**config.mk**
```make
export PLATFORM = sky130hd
export DESIGN_NAME = block_transfer_receiver_core
export DESIGN_NICKNAME = d
export VERILOG_FILES = /design/src/sv/btr_pkg.sv /design/src/sv/btr_front.sv /design/src/sv/btr_queue.sv /design/src/sv/btr_back.sv /design/src/sv/block_transfer_receiver_core.sv
export SDC_FILE = /design/constraint.sdc
export NUM_CORES = 1
export LEC_CHECK = 0
export BUFFER_PORTS_ARGS = -buffer_cell sky130_fd_sc_hd__buf_2
export CAP_MARGIN = 10
export CORE_MARGIN = 2
export CORE_UTILIZATION = 66
export DETAILED_ROUTE_END_ITERATION = 10
export HOLD_SLACK_MARGIN = 0.08
export PLACE_DENSITY = 0.82
export REMOVE_ABC_BUFFERS = 1
export SYNTH_ARGS = -nofsm -noshare
export SYNTH_HDL_FRONTEND = slang
export SYNTH_SLANG_ARGS = --single-unit
```
**constraint.sdc**
```tcl
create_clock -name clock -period 7.1 [get_ports clock]
set_input_delay 1.065 -clock clock [delete_from_list [all_inputs] [get_ports clock]]
set_output_delay 1.065 -clock clock [all_outputs]
set_load 0.05 [all_outputs]
```
**src/sv/btr_pkg.sv**
```systemverilog
// Package for the block transfer receiver: shared constants, verdict codes
// and the record type that passes from the front end to the back end.
// No dependencies.
package btr_pkg;

   // Header layout and the acknowledgement for a finished transfer.
   localparam int unsigned HdrBytes = 6;
   localparam logic [15:0] AckComplete = 16'hFFFF;
   localparam logic [15:0] PosMax = 16'hFFFF;

   // Depth of the queue between the front end and the back end.
   localparam int unsigned MidDepth = 2;
   localparam int unsigned MidPtrBits = (MidDepth > 1) ? $clog2(MidDepth) : 1;
   localparam int unsigned MidCntBits = $clog2(MidDepth + 1);

   // Verdict codes as they appear on the result channel.
   localparam logic [2:0] VerdictShort = 3'd0;
   localparam logic [2:0] VerdictError = 3'd1;
   localparam logic [2:0] VerdictComplete = 3'd2;
   localparam logic [2:0] VerdictAccepted = 3'd3;
   localparam logic [2:0] VerdictDuplicate = 3'd4;
   localparam logic [2:0] VerdictAhead = 3'd5;

   // Classification made by the front end at the end of a datagram.
   localparam logic [1:0] KindShort = 2'd0;
   localparam logic [1:0] KindError = 2'd1;
   localparam logic [1:0] KindComplete = 2'd2;
   localparam logic [1:0] KindBlock = 2'd3;

   // One classified byte on its way to the back end.
   typedef struct packed {
      logic [7:0]  payload_byte;
      logic        payload_valid;
      logic        end_of_datagram;
      logic [1:0]  kind;
      logic [15:0] block_number;
      logic [7:0]  length;
   } item_type;

   // One finished result.
   typedef struct packed {
      logic [7:0]  payload_byte;
      logic        payload_valid;
      logic        verdict_valid;
      logic [2:0]  verdict;
      logic        ack_valid;
      logic [15:0] ack_value;
      logic [31:0] bytes_accepted;
   } result_type;

endpackage

```
**src/sv/btr_front.sv**
```systemverilog
// Front end of the block transfer receiver: parses the header, sums the
// payload and classifies each datagram at its final byte. Uses btr_pkg.
module btr_front (
   input  logic              clock,
   input  logic              reset,
   input  logic              accept,
   input  logic [7:0]        rx_byte,
   input  logic              end_of_datagram,
   output btr_pkg::item_type item
);
   import btr_pkg::*;

   logic [15:0] pos_ff, pos_in;
   logic [15:0] blk_ff, blk_in;
   logic [7:0]  len_ff, len_in;
   logic [15:0] hsum_ff, hsum_in;
   logic [15:0] run_ff, run_in;
   logic [15:0] run_new;
   logic [15:0] pos_less_hdr;
   logic [15:0] pos_less_last;
   logic        in_payload;
   logic        pv;

   // Header capture, one field byte at each header position except the pad.
   always_comb begin
      blk_in  = blk_ff;
      len_in  = len_ff;
      hsum_in = hsum_ff;
      case (pos_ff)
         16'd0: blk_in[7:0] = rx_byte;
         16'd1: blk_in[15:8] = rx_byte;
         16'd2: len_in = rx_byte;
         16'd3: ;
         16'd4: hsum_in[7:0] = rx_byte;
         16'd5: hsum_in[15:8] = rx_byte;
         default: ;
      endcase
   end

   // Payload bytes within the declared length are passed on and summed.
   assign pos_less_hdr  = pos_ff - 16'(HdrBytes);
   assign pos_less_last = pos_ff - 16'(HdrBytes - 1);
   assign in_payload    = pos_ff >= 16'(HdrBytes);
   assign pv            = in_payload && (pos_less_hdr < {8'd0, len_ff});
   assign run_new       = pv ? run_ff + {8'd0, rx_byte} : run_ff;

   // Position saturates; position and sum restart after the final byte.
   always_comb begin
      if (end_of_datagram) begin
         pos_in = '0;
         run_in = '0;
      end else begin
         pos_in = (pos_ff != PosMax) ? pos_ff + 16'd1 : pos_ff;
         run_in = run_new;
      end
   end

   // Classification of the datagram, meaningful on its final byte only.
   always_comb begin
      item.payload_byte    = pv ? rx_byte : 8'd0;
      item.payload_valid   = pv;
      item.end_of_datagram = end_of_datagram;
      item.block_number    = blk_in;
      item.length          = len_in;
      if (pos_ff < 16'(HdrBytes - 1)) begin
         item.kind = KindShort;
      end else if ((pos_less_last < {8'd0, len_in}) || (run_new != hsum_in)) begin
         item.kind = KindError;
      end else if (len_in == 8'd0) begin
         item.kind = KindComplete;
      end else begin
         item.kind = KindBlock;
      end
   end

   // State update on each accepted transfer.
   always_ff @(posedge clock) begin
      if (reset) begin
         pos_ff  <= '0;
         blk_ff  <= '0;
         len_ff  <= '0;
         hsum_ff <= '0;
         run_ff  <= '0;
      end else if (accept) begin
         pos_ff  <= pos_in;
         blk_ff  <= blk_in;
         len_ff  <= len_in;
         hsum_ff <= hsum_in;
         run_ff  <= run_in;
      end
   end

endmodule

```
**src/sv/btr_queue.sv**
```systemverilog
// Short register queue between the front end and the back end of the
// block transfer receiver. Uses btr_pkg for its depth and record type.
module btr_queue (
   input  logic              clock,
   input  logic              reset,
   input  logic              push,
   input  btr_pkg::item_type wr_item,
   output logic              full,
   input  logic              pop,
   output logic              empty,
   output btr_pkg::item_type rd_item
);
   import btr_pkg::*;

   item_type              mem_ff [MidDepth];
   logic [MidPtrBits-1:0] wr_ptr_ff, wr_ptr_in;
   logic [MidPtrBits-1:0] rd_ptr_ff, rd_ptr_in;
   logic [MidCntBits-1:0] cnt_ff, cnt_in;
   logic                  do_push;
   logic                  do_pop;

   assign full    = cnt_ff == MidCntBits'(MidDepth);
   assign empty   = cnt_ff == '0;
   assign do_push = push && !full;
   assign do_pop  = pop && !empty;
   assign rd_item = mem_ff[rd_ptr_ff];

   // Pointer and fill count updates, with wrap at the queue depth.
   always_comb begin
      wr_ptr_in = wr_ptr_ff;
      rd_ptr_in = rd_ptr_ff;
      cnt_in    = cnt_ff;
      if (do_push) begin
         wr_ptr_in = (wr_ptr_ff == MidPtrBits'(MidDepth - 1)) ? '0 : wr_ptr_ff + 1'b1;
      end
      if (do_pop) begin
         rd_ptr_in = (rd_ptr_ff == MidPtrBits'(MidDepth - 1)) ? '0 : rd_ptr_ff + 1'b1;
      end
      if (do_push && !do_pop) begin
         cnt_in = cnt_ff + 1'b1;
      end else if (do_pop && !do_push) begin
         cnt_in = cnt_ff - 1'b1;
      end
   end

   always_ff @(posedge clock) begin
      if (reset) begin
         wr_ptr_ff <= '0;
         rd_ptr_ff <= '0;
         cnt_ff    <= '0;
      end else begin
         wr_ptr_ff <= wr_ptr_in;
         rd_ptr_ff <= rd_ptr_in;
         cnt_ff    <= cnt_in;
      end
   end

   // Storage needs no reset.
   always_ff @(posedge clock) begin
      if (do_push) begin
         mem_ff[wr_ptr_ff] <= wr_item;
      end
   end

endmodule

```
**src/sv/btr_back.sv**
```systemverilog
// Back end of the block transfer receiver: compares the block number with
// the expected one, keeps the counters and holds the result register.
// Uses btr_pkg.
module btr_back (
   input  logic                clock,
   input  logic                reset,
   input  logic                item_avail,
   input  btr_pkg::item_type   item,
   output logic                item_take,
   input  logic                res_pop,
   output logic                res_valid,
   output btr_pkg::result_type res
);
   import btr_pkg::*;

   logic [15:0] expect_ff, expect_in;
   logic [31:0] total_ff, total_in;
   logic        valid_ff, valid_in;
   result_type  res_ff, res_in;
   logic        slot_free;

   // The result register is free when empty or being taken this cycle.
   assign slot_free = !valid_ff || res_pop;
   assign item_take = item_avail && slot_free;
   assign res_valid = valid_ff;
   assign res       = res_ff;

   // Verdict and counter updates for the item at the head of the queue.
   always_comb begin
      expect_in = expect_ff;
      total_in  = total_ff;
      res_in.payload_byte  = item.payload_byte;
      res_in.payload_valid = item.payload_valid;
      res_in.verdict_valid = item.end_of_datagram;
      res_in.verdict       = VerdictShort;
      res_in.ack_valid     = 1'b0;
      res_in.ack_value     = '0;
      if (item.end_of_datagram) begin
         case (item.kind)
            KindShort: res_in.verdict = VerdictShort;
            KindError: res_in.verdict = VerdictError;
            KindComplete: begin
               res_in.verdict   = VerdictComplete;
               res_in.ack_valid = 1'b1;
               res_in.ack_value = AckComplete;
            end
            KindBlock: begin
               if (item.block_number == expect_ff) begin
                  res_in.verdict   = VerdictAccepted;
                  res_in.ack_valid = 1'b1;
                  res_in.ack_value = expect_ff;
                  expect_in        = expect_ff + 16'd1;
                  total_in         = total_ff + {24'd0, item.length};
               end else if (item.block_number < expect_ff) begin
                  res_in.verdict   = VerdictDuplicate;
                  res_in.ack_valid = 1'b1;
                  res_in.ack_value = item.block_number;
               end else begin
                  res_in.verdict = VerdictAhead;
               end
            end
            default: res_in.verdict = VerdictShort;
         endcase
      end
      res_in.bytes_accepted = total_in;
   end

   // Result register occupancy.
   always_comb begin
      valid_in = valid_ff;
      if (item_take) begin
         valid_in = 1'b1;
      end else if (res_pop) begin
         valid_in = 1'b0;
      end
   end

   always_ff @(posedge clock) begin
      if (reset) begin
         expect_ff <= '0;
         total_ff  <= '0;
         valid_ff  <= 1'b0;
      end else begin
         valid_ff <= valid_in;
         if (item_take) begin
            expect_ff <= expect_in;
            total_ff  <= total_in;
         end
      end
   end

   always_ff @(posedge clock) begin
      if (item_take) begin
         res_ff <= res_in;
      end
   end

endmodule

```
**src/sv/block_transfer_receiver_core.sv**
```systemverilog
// Block transfer receiver: parses datagram bytes and gives one result per
// byte, including the verdict and acknowledgement on the final byte.
// Instantiates btr_front, btr_queue and btr_back; uses btr_pkg.
//
// Input channel: a byte transfer is taken when req_push is high and
// req_full is low. req_end_of_datagram marks the final byte of a datagram.
// Result channel: while rsp_empty is low, the oldest result is on the rsp_
// ports; it is taken when rsp_pop is high. Every byte yields one result.
// A taken byte passes through the middle queue and the result register
// before its result shows, when nothing waits ahead of it. Throughput:
// one byte per cycle while req_full is low, set by the combinational
// header parse and sum in the front end, block compare in the back end.
// Reset clears the parse position, header fields, sums, the expected block
// number, the byte total, the middle queue and the result register.
// When the receiver stops popping, up to three results collect (two in the
// middle queue, one in the result register) and then req_full rises.
module block_transfer_receiver_core (
   input  logic        clock,
   input  logic        reset,
   input  logic        req_push,
   output logic        req_full,
   input  logic [7:0]  req_rx_byte,
   input  logic        req_end_of_datagram,
   output logic        rsp_empty,
   input  logic        rsp_pop,
   output logic [7:0]  rsp_payload_byte,
   output logic        rsp_payload_valid,
   output logic        rsp_verdict_valid,
   output logic [2:0]  rsp_verdict,
   output logic        rsp_ack_valid,
   output logic [15:0] rsp_ack_value,
   output logic [31:0] rsp_bytes_accepted
);
   import btr_pkg::*;

   item_type   front_item;
   item_type   head_item;
   result_type res;
   logic       mid_full;
   logic       mid_empty;
   logic       mid_take;
   logic       res_valid;
   logic       in_accept;

   assign in_accept = req_push && !mid_full;
   assign req_full  = mid_full;

   // Header parse and classification.
   btr_front u_front (
      .clock           (clock),
      .reset           (reset),
      .accept          (in_accept),
      .rx_byte         (req_rx_byte),
      .end_of_datagram (req_end_of_datagram),
      .item            (front_item)
   );

   // Decoupling queue.
   btr_queue u_queue (
      .clock   (clock),
      .reset   (reset),
      .push    (in_accept),
      .wr_item (front_item),
      .full    (mid_full),
      .pop     (mid_take),
      .empty   (mid_empty),
      .rd_item (head_item)
   );

   // Verdict, counters and result register.
   btr_back u_back (
      .clock      (clock),
      .reset      (reset),
      .item_avail (!mid_empty),
      .item       (head_item),
      .item_take  (mid_take),
      .res_pop    (rsp_pop && res_valid),
      .res_valid  (res_valid),
      .res        (res)
   );

   assign rsp_empty          = !res_valid;
   assign rsp_payload_byte   = res.payload_byte;
   assign rsp_payload_valid  = res.payload_valid;
   assign rsp_verdict_valid  = res.verdict_valid;
   assign rsp_verdict        = res.verdict;
   assign rsp_ack_valid      = res.ack_valid;
   assign rsp_ack_value      = res.ack_value;
   assign rsp_bytes_accepted = res.bytes_accepted;

`ifndef SYNTH
   // An acknowledgement only goes with a complete, accepted or duplicate verdict.
   a_ack_verdict: assert property (@(posedge clock) disable iff (reset)
      (!rsp_empty && rsp_ack_valid) |->
         (rsp_verdict_valid && (rsp_verdict == VerdictComplete ||
          rsp_verdict == VerdictAccepted || rsp_verdict == VerdictDuplicate)))
      else $error("acknowledgement without a matching verdict");

   // Results that carry no verdict report neither a verdict code nor an ack.
   a_no_verdict: assert property (@(posedge clock) disable iff (reset)
      (!rsp_empty && !rsp_verdict_valid) |->
         (rsp_verdict == VerdictShort && !rsp_ack_valid && rsp_ack_value == 16'd0))
      else $error("verdict fields set on a byte that ends no datagram");

   // The byte total only moves on an accepted block.
   a_total_moves: assert property (@(posedge clock) disable iff (reset)
      (!rsp_empty && rsp_pop) ##1 (!rsp_empty &&
         rsp_bytes_accepted != $past(rsp_bytes_accepted)) |->
         (rsp_verdict == VerdictAccepted))
      else $error("byte total changed without an accepted block");
`endif

endmodule

```
==> impl_metrics.ini <==
[run_status]
status = finished clean

[placement]
placed_area_mm2 = 0.01422
gp_congestion = 0.9325
hpwl_mm = 21.49
io_buffers = 76

[timing]
period_minus_slack_ps = 4988
tightest_slew_ps = 1149
timing.hold.ws_ps = 451.4
finalMaxSlewViolations = 0
period_share = 0.7025
slew_headroom = 0.2323
rsz0062_at_grt = no
fin_setup_tns_ps = 0
fmax_mhz = 200.5
finalSetupViolations = 0
clock-skew-final_ps = 19.08
hold_viol_final = 0

[die]
die-area_mm2 = 0.02193
die_h_um = 148.1
ios = 77
rows = 52
start_util = 0.6751
core_area_mm2 = 0.02030
die_x_um = 148.1

[final_layout]
final_common_cell = nand2_1
diodes = 0
nNetsFinal = 1502
drive_gt1_frac = 0.1329
finalInstanceArea_mm2 = 0.01514
layout_common_cells = 140 x nand2_1, 134 x edfxtp_1, 125 x dfxtp_1, 124 x a21oi_1, 101 x nor2_1
area_growth_pct = 10.51

[global_route]
grt.overflow.total = 0
grt_pass1_vias = 10440
grt_pass1_wl_mm = 52.56
grt_max_degree = 78
grtUsageTotal = 0.2942
antenna_found_initial = 0

[logic_synthesis]
yosys_warnings = 0
avgSynthCellArea_um2 = 9.881
synth_edf_count = 134
syn_inst = 1387
async_flop_share = 0
synth.distinct_cells = 79
ys.flop_type = edfxtp_1
synth-seq-cells = 260
ys_seq_area_frac = 0.4777
synth_area_mm2 = 0.01370

[power_and_ir_drop]
p_int_w = 0.003198
pwr-share-comb = 0.302
p_sw_w = 0.001781
p_sw_frac = 0.3577
seqPwrFrac = 0.406
p_leak_nw = 5.486
vdd_drop_max_mv = 0.2234
power.share.clock = 0.292
cellPowerDensity_mw_per_mm2 = 328.8

[flow_run]
drv_cap = 0

[worst_setup_path]
arrival_ps = 5270
critPathKind = reg -> reg
cp.required_ps = 7380
critPathCaptureType = register
start_kind = register
path_max_fanout = 38

[routing]
first_iter_violations = 674
drc = 0
wl_per_cell_um = 18.87
viasPerCell = 6.269
wirelength_mm = 32.49
via_count = 10800
dr.pass1.iters = 5
ant_nets = 0

[clocking]
cts_tree = done
cts_resized = 0
clk_latency_ps = 540
root_buffer = clkbuf_16
h-tree-depth = 1
postCtsSetupBuffers = 0
cts_buffers = 26
cts.hold.buffers_added = 0
clk_pin_slew_worst_paths_ps = 60
cts.sinks = 260
clockBufferDepth = 3

[min_path]
hold_class = reg -> reg
## cells by family (layout without fill, tap and decap cells)
kind of cell / Yosys count / in the layout / share of synthesized area
AO/OA/AOI/OAI: 283 / 283 / 0.1279
XOR/XNOR: 92 / 92 / 0.05980
adder cells (fa/ha/maj): 57 / 57 / 0.05314
buffers and inverters: 133 / 198 / 0.03853
flip-flops: 260 / 260 / 0.4777
multiplexers: 82 / 82 / 0.06418
AND/OR/NAND/NOR: 480 / 480 / 0.1788
## cell type report
| cell class | count | area [um2] |
|---|---|---|
| clock buffers | 41 | 769.5 |
| well taps | 270 | 337.8 |
| flip-flops and latches | 260 | 6548 |
| inverters | 63 | 241.5 |
| repair buffers | 87 | 465.4 |
| clock inverters | 7 | 145.1 |
| fillers | 1427 | 5155 |
| multi-input cells | 994 | 6638 |
## final timing paths
path                       start             endpoint  slack (ps)  cells after the start
min          u_front.hsum_ff[12]  u_front.hsum_ff[12]         450                      2
max reg2reg             register       u_back.res[24]        2110                     11
max                     register       u_back.res[24]        2110                     11
min reg2reg  u_front.hsum_ff[12]  u_front.hsum_ff[12]         450                      2
## power groups by stage
stage	Combinational (W)	Clock, W	Sequential [W]
finish	0.00150	0.00145	0.00202
global route	0.00161	0.00153	0.00205
CTS	0.00150	0.00147	0.00202
detailed placement	0.00148	0	0.00205
global placement	0.00145	0	0.00204
floorplan	0.000626	0	0.00252
## synthesized netlist by cell type, types with 10 or more instances
| cell type | count | share of area |
|---|---|---|
| nor2_1 | 102 | 0.028 |
| edfxtp_1 | 134 | 0.29 |
| nand3_1 | 44 | 0.016 |
| nor2b_1 | 17 | 0.0078 |
| mux2i_1 | 35 | 0.026 |
| ha_1 | 55 | 0.050 |
| nor3_1 | 24 | 0.0088 |
| a21oi_1 | 124 | 0.045 |
| nand2_1 | 140 | 0.038 |
| inv_1 | 60 | 0.016 |
| mux2_2 | 47 | 0.039 |
| and3_1 | 14 | 0.0064 |
| o31ai_1 | 14 | 0.0077 |
| or4_1 | 12 | 0.0066 |
| clkbuf_1 | 52 | 0.014 |
| o21a_1 | 11 | 0.0060 |
| xnor2_1 | 51 | 0.033 |
| or3_1 | 20 | 0.0091 |
| a211oi_1 | 13 | 0.0071 |
| and2_1 | 14 | 0.0064 |
| xor2_1 | 40 | 0.026 |
| a21o_1 | 10 | 0.0055 |
| dfxtp_1 | 126 | 0.18 |
| o21ai_0 | 55 | 0.020 |
| nand4_1 | 40 | 0.018 |
## flip-flops by register name, summed over array words and instances (netlist names), named ones only
| signal | count |
|---|---|
| u_back.expect_ff | 16 |
| u_front.len_ff | 8 |
| u_queue.wr_ptr_ff | 1 |
| u_front.blk_ff | 16 |
| u_queue.mem_ff | 72 |
| u_back.res | 62 |
| u_front.hsum_ff | 16 |
| u_queue.cnt_ff | 2 |
| u_front.pos_ff | 16 |
| u_queue.rd_ptr_ff | 1 |
| u_front.run_ff | 16 |
| u_back.total_ff | 32 |
| u_back.res_valid | 1 |
## routing by layer
metal,GRT usage,vias to the layer above,share of wire
met5,0,-,0
met4,0.1243,0,0.042
met3,0.03098,96,0.062
met2,0.5039,440,0.49
met1,0.3833,5135,0.41
li1,-,5125,-
## metrics by stage
step | cells | worst slack, ps | util | power, W
final | 1722 | 2112 | 0.7461 | 0.004979
after global routing | 1722 | 1917 | 0.7461 | 0.005180
after CTS | 1721 | 2223 | 0.7457 | 0.004988
after detailed placement | 1673 | 2233 | 0.7006 | 0.003534
after global placement | 1673 | 2370 | 0.7006 | 0.003488
after floorplan | 1317 | 2281 | - | 0.003145
## worst max-delay path, stage by stage (launching register included)
cell       delay (ps)
dfxtp_2           980
mux2_2            440
ha_1              310
and4_1            240
and3_1            200
nand2_1           280
nor2_1            420
nand3_1           280
or2_1             470
a2111oi_2         710
nand2_1           190
xnor2_1           190
Note: power is estimated with default switching activity, not from simulation.
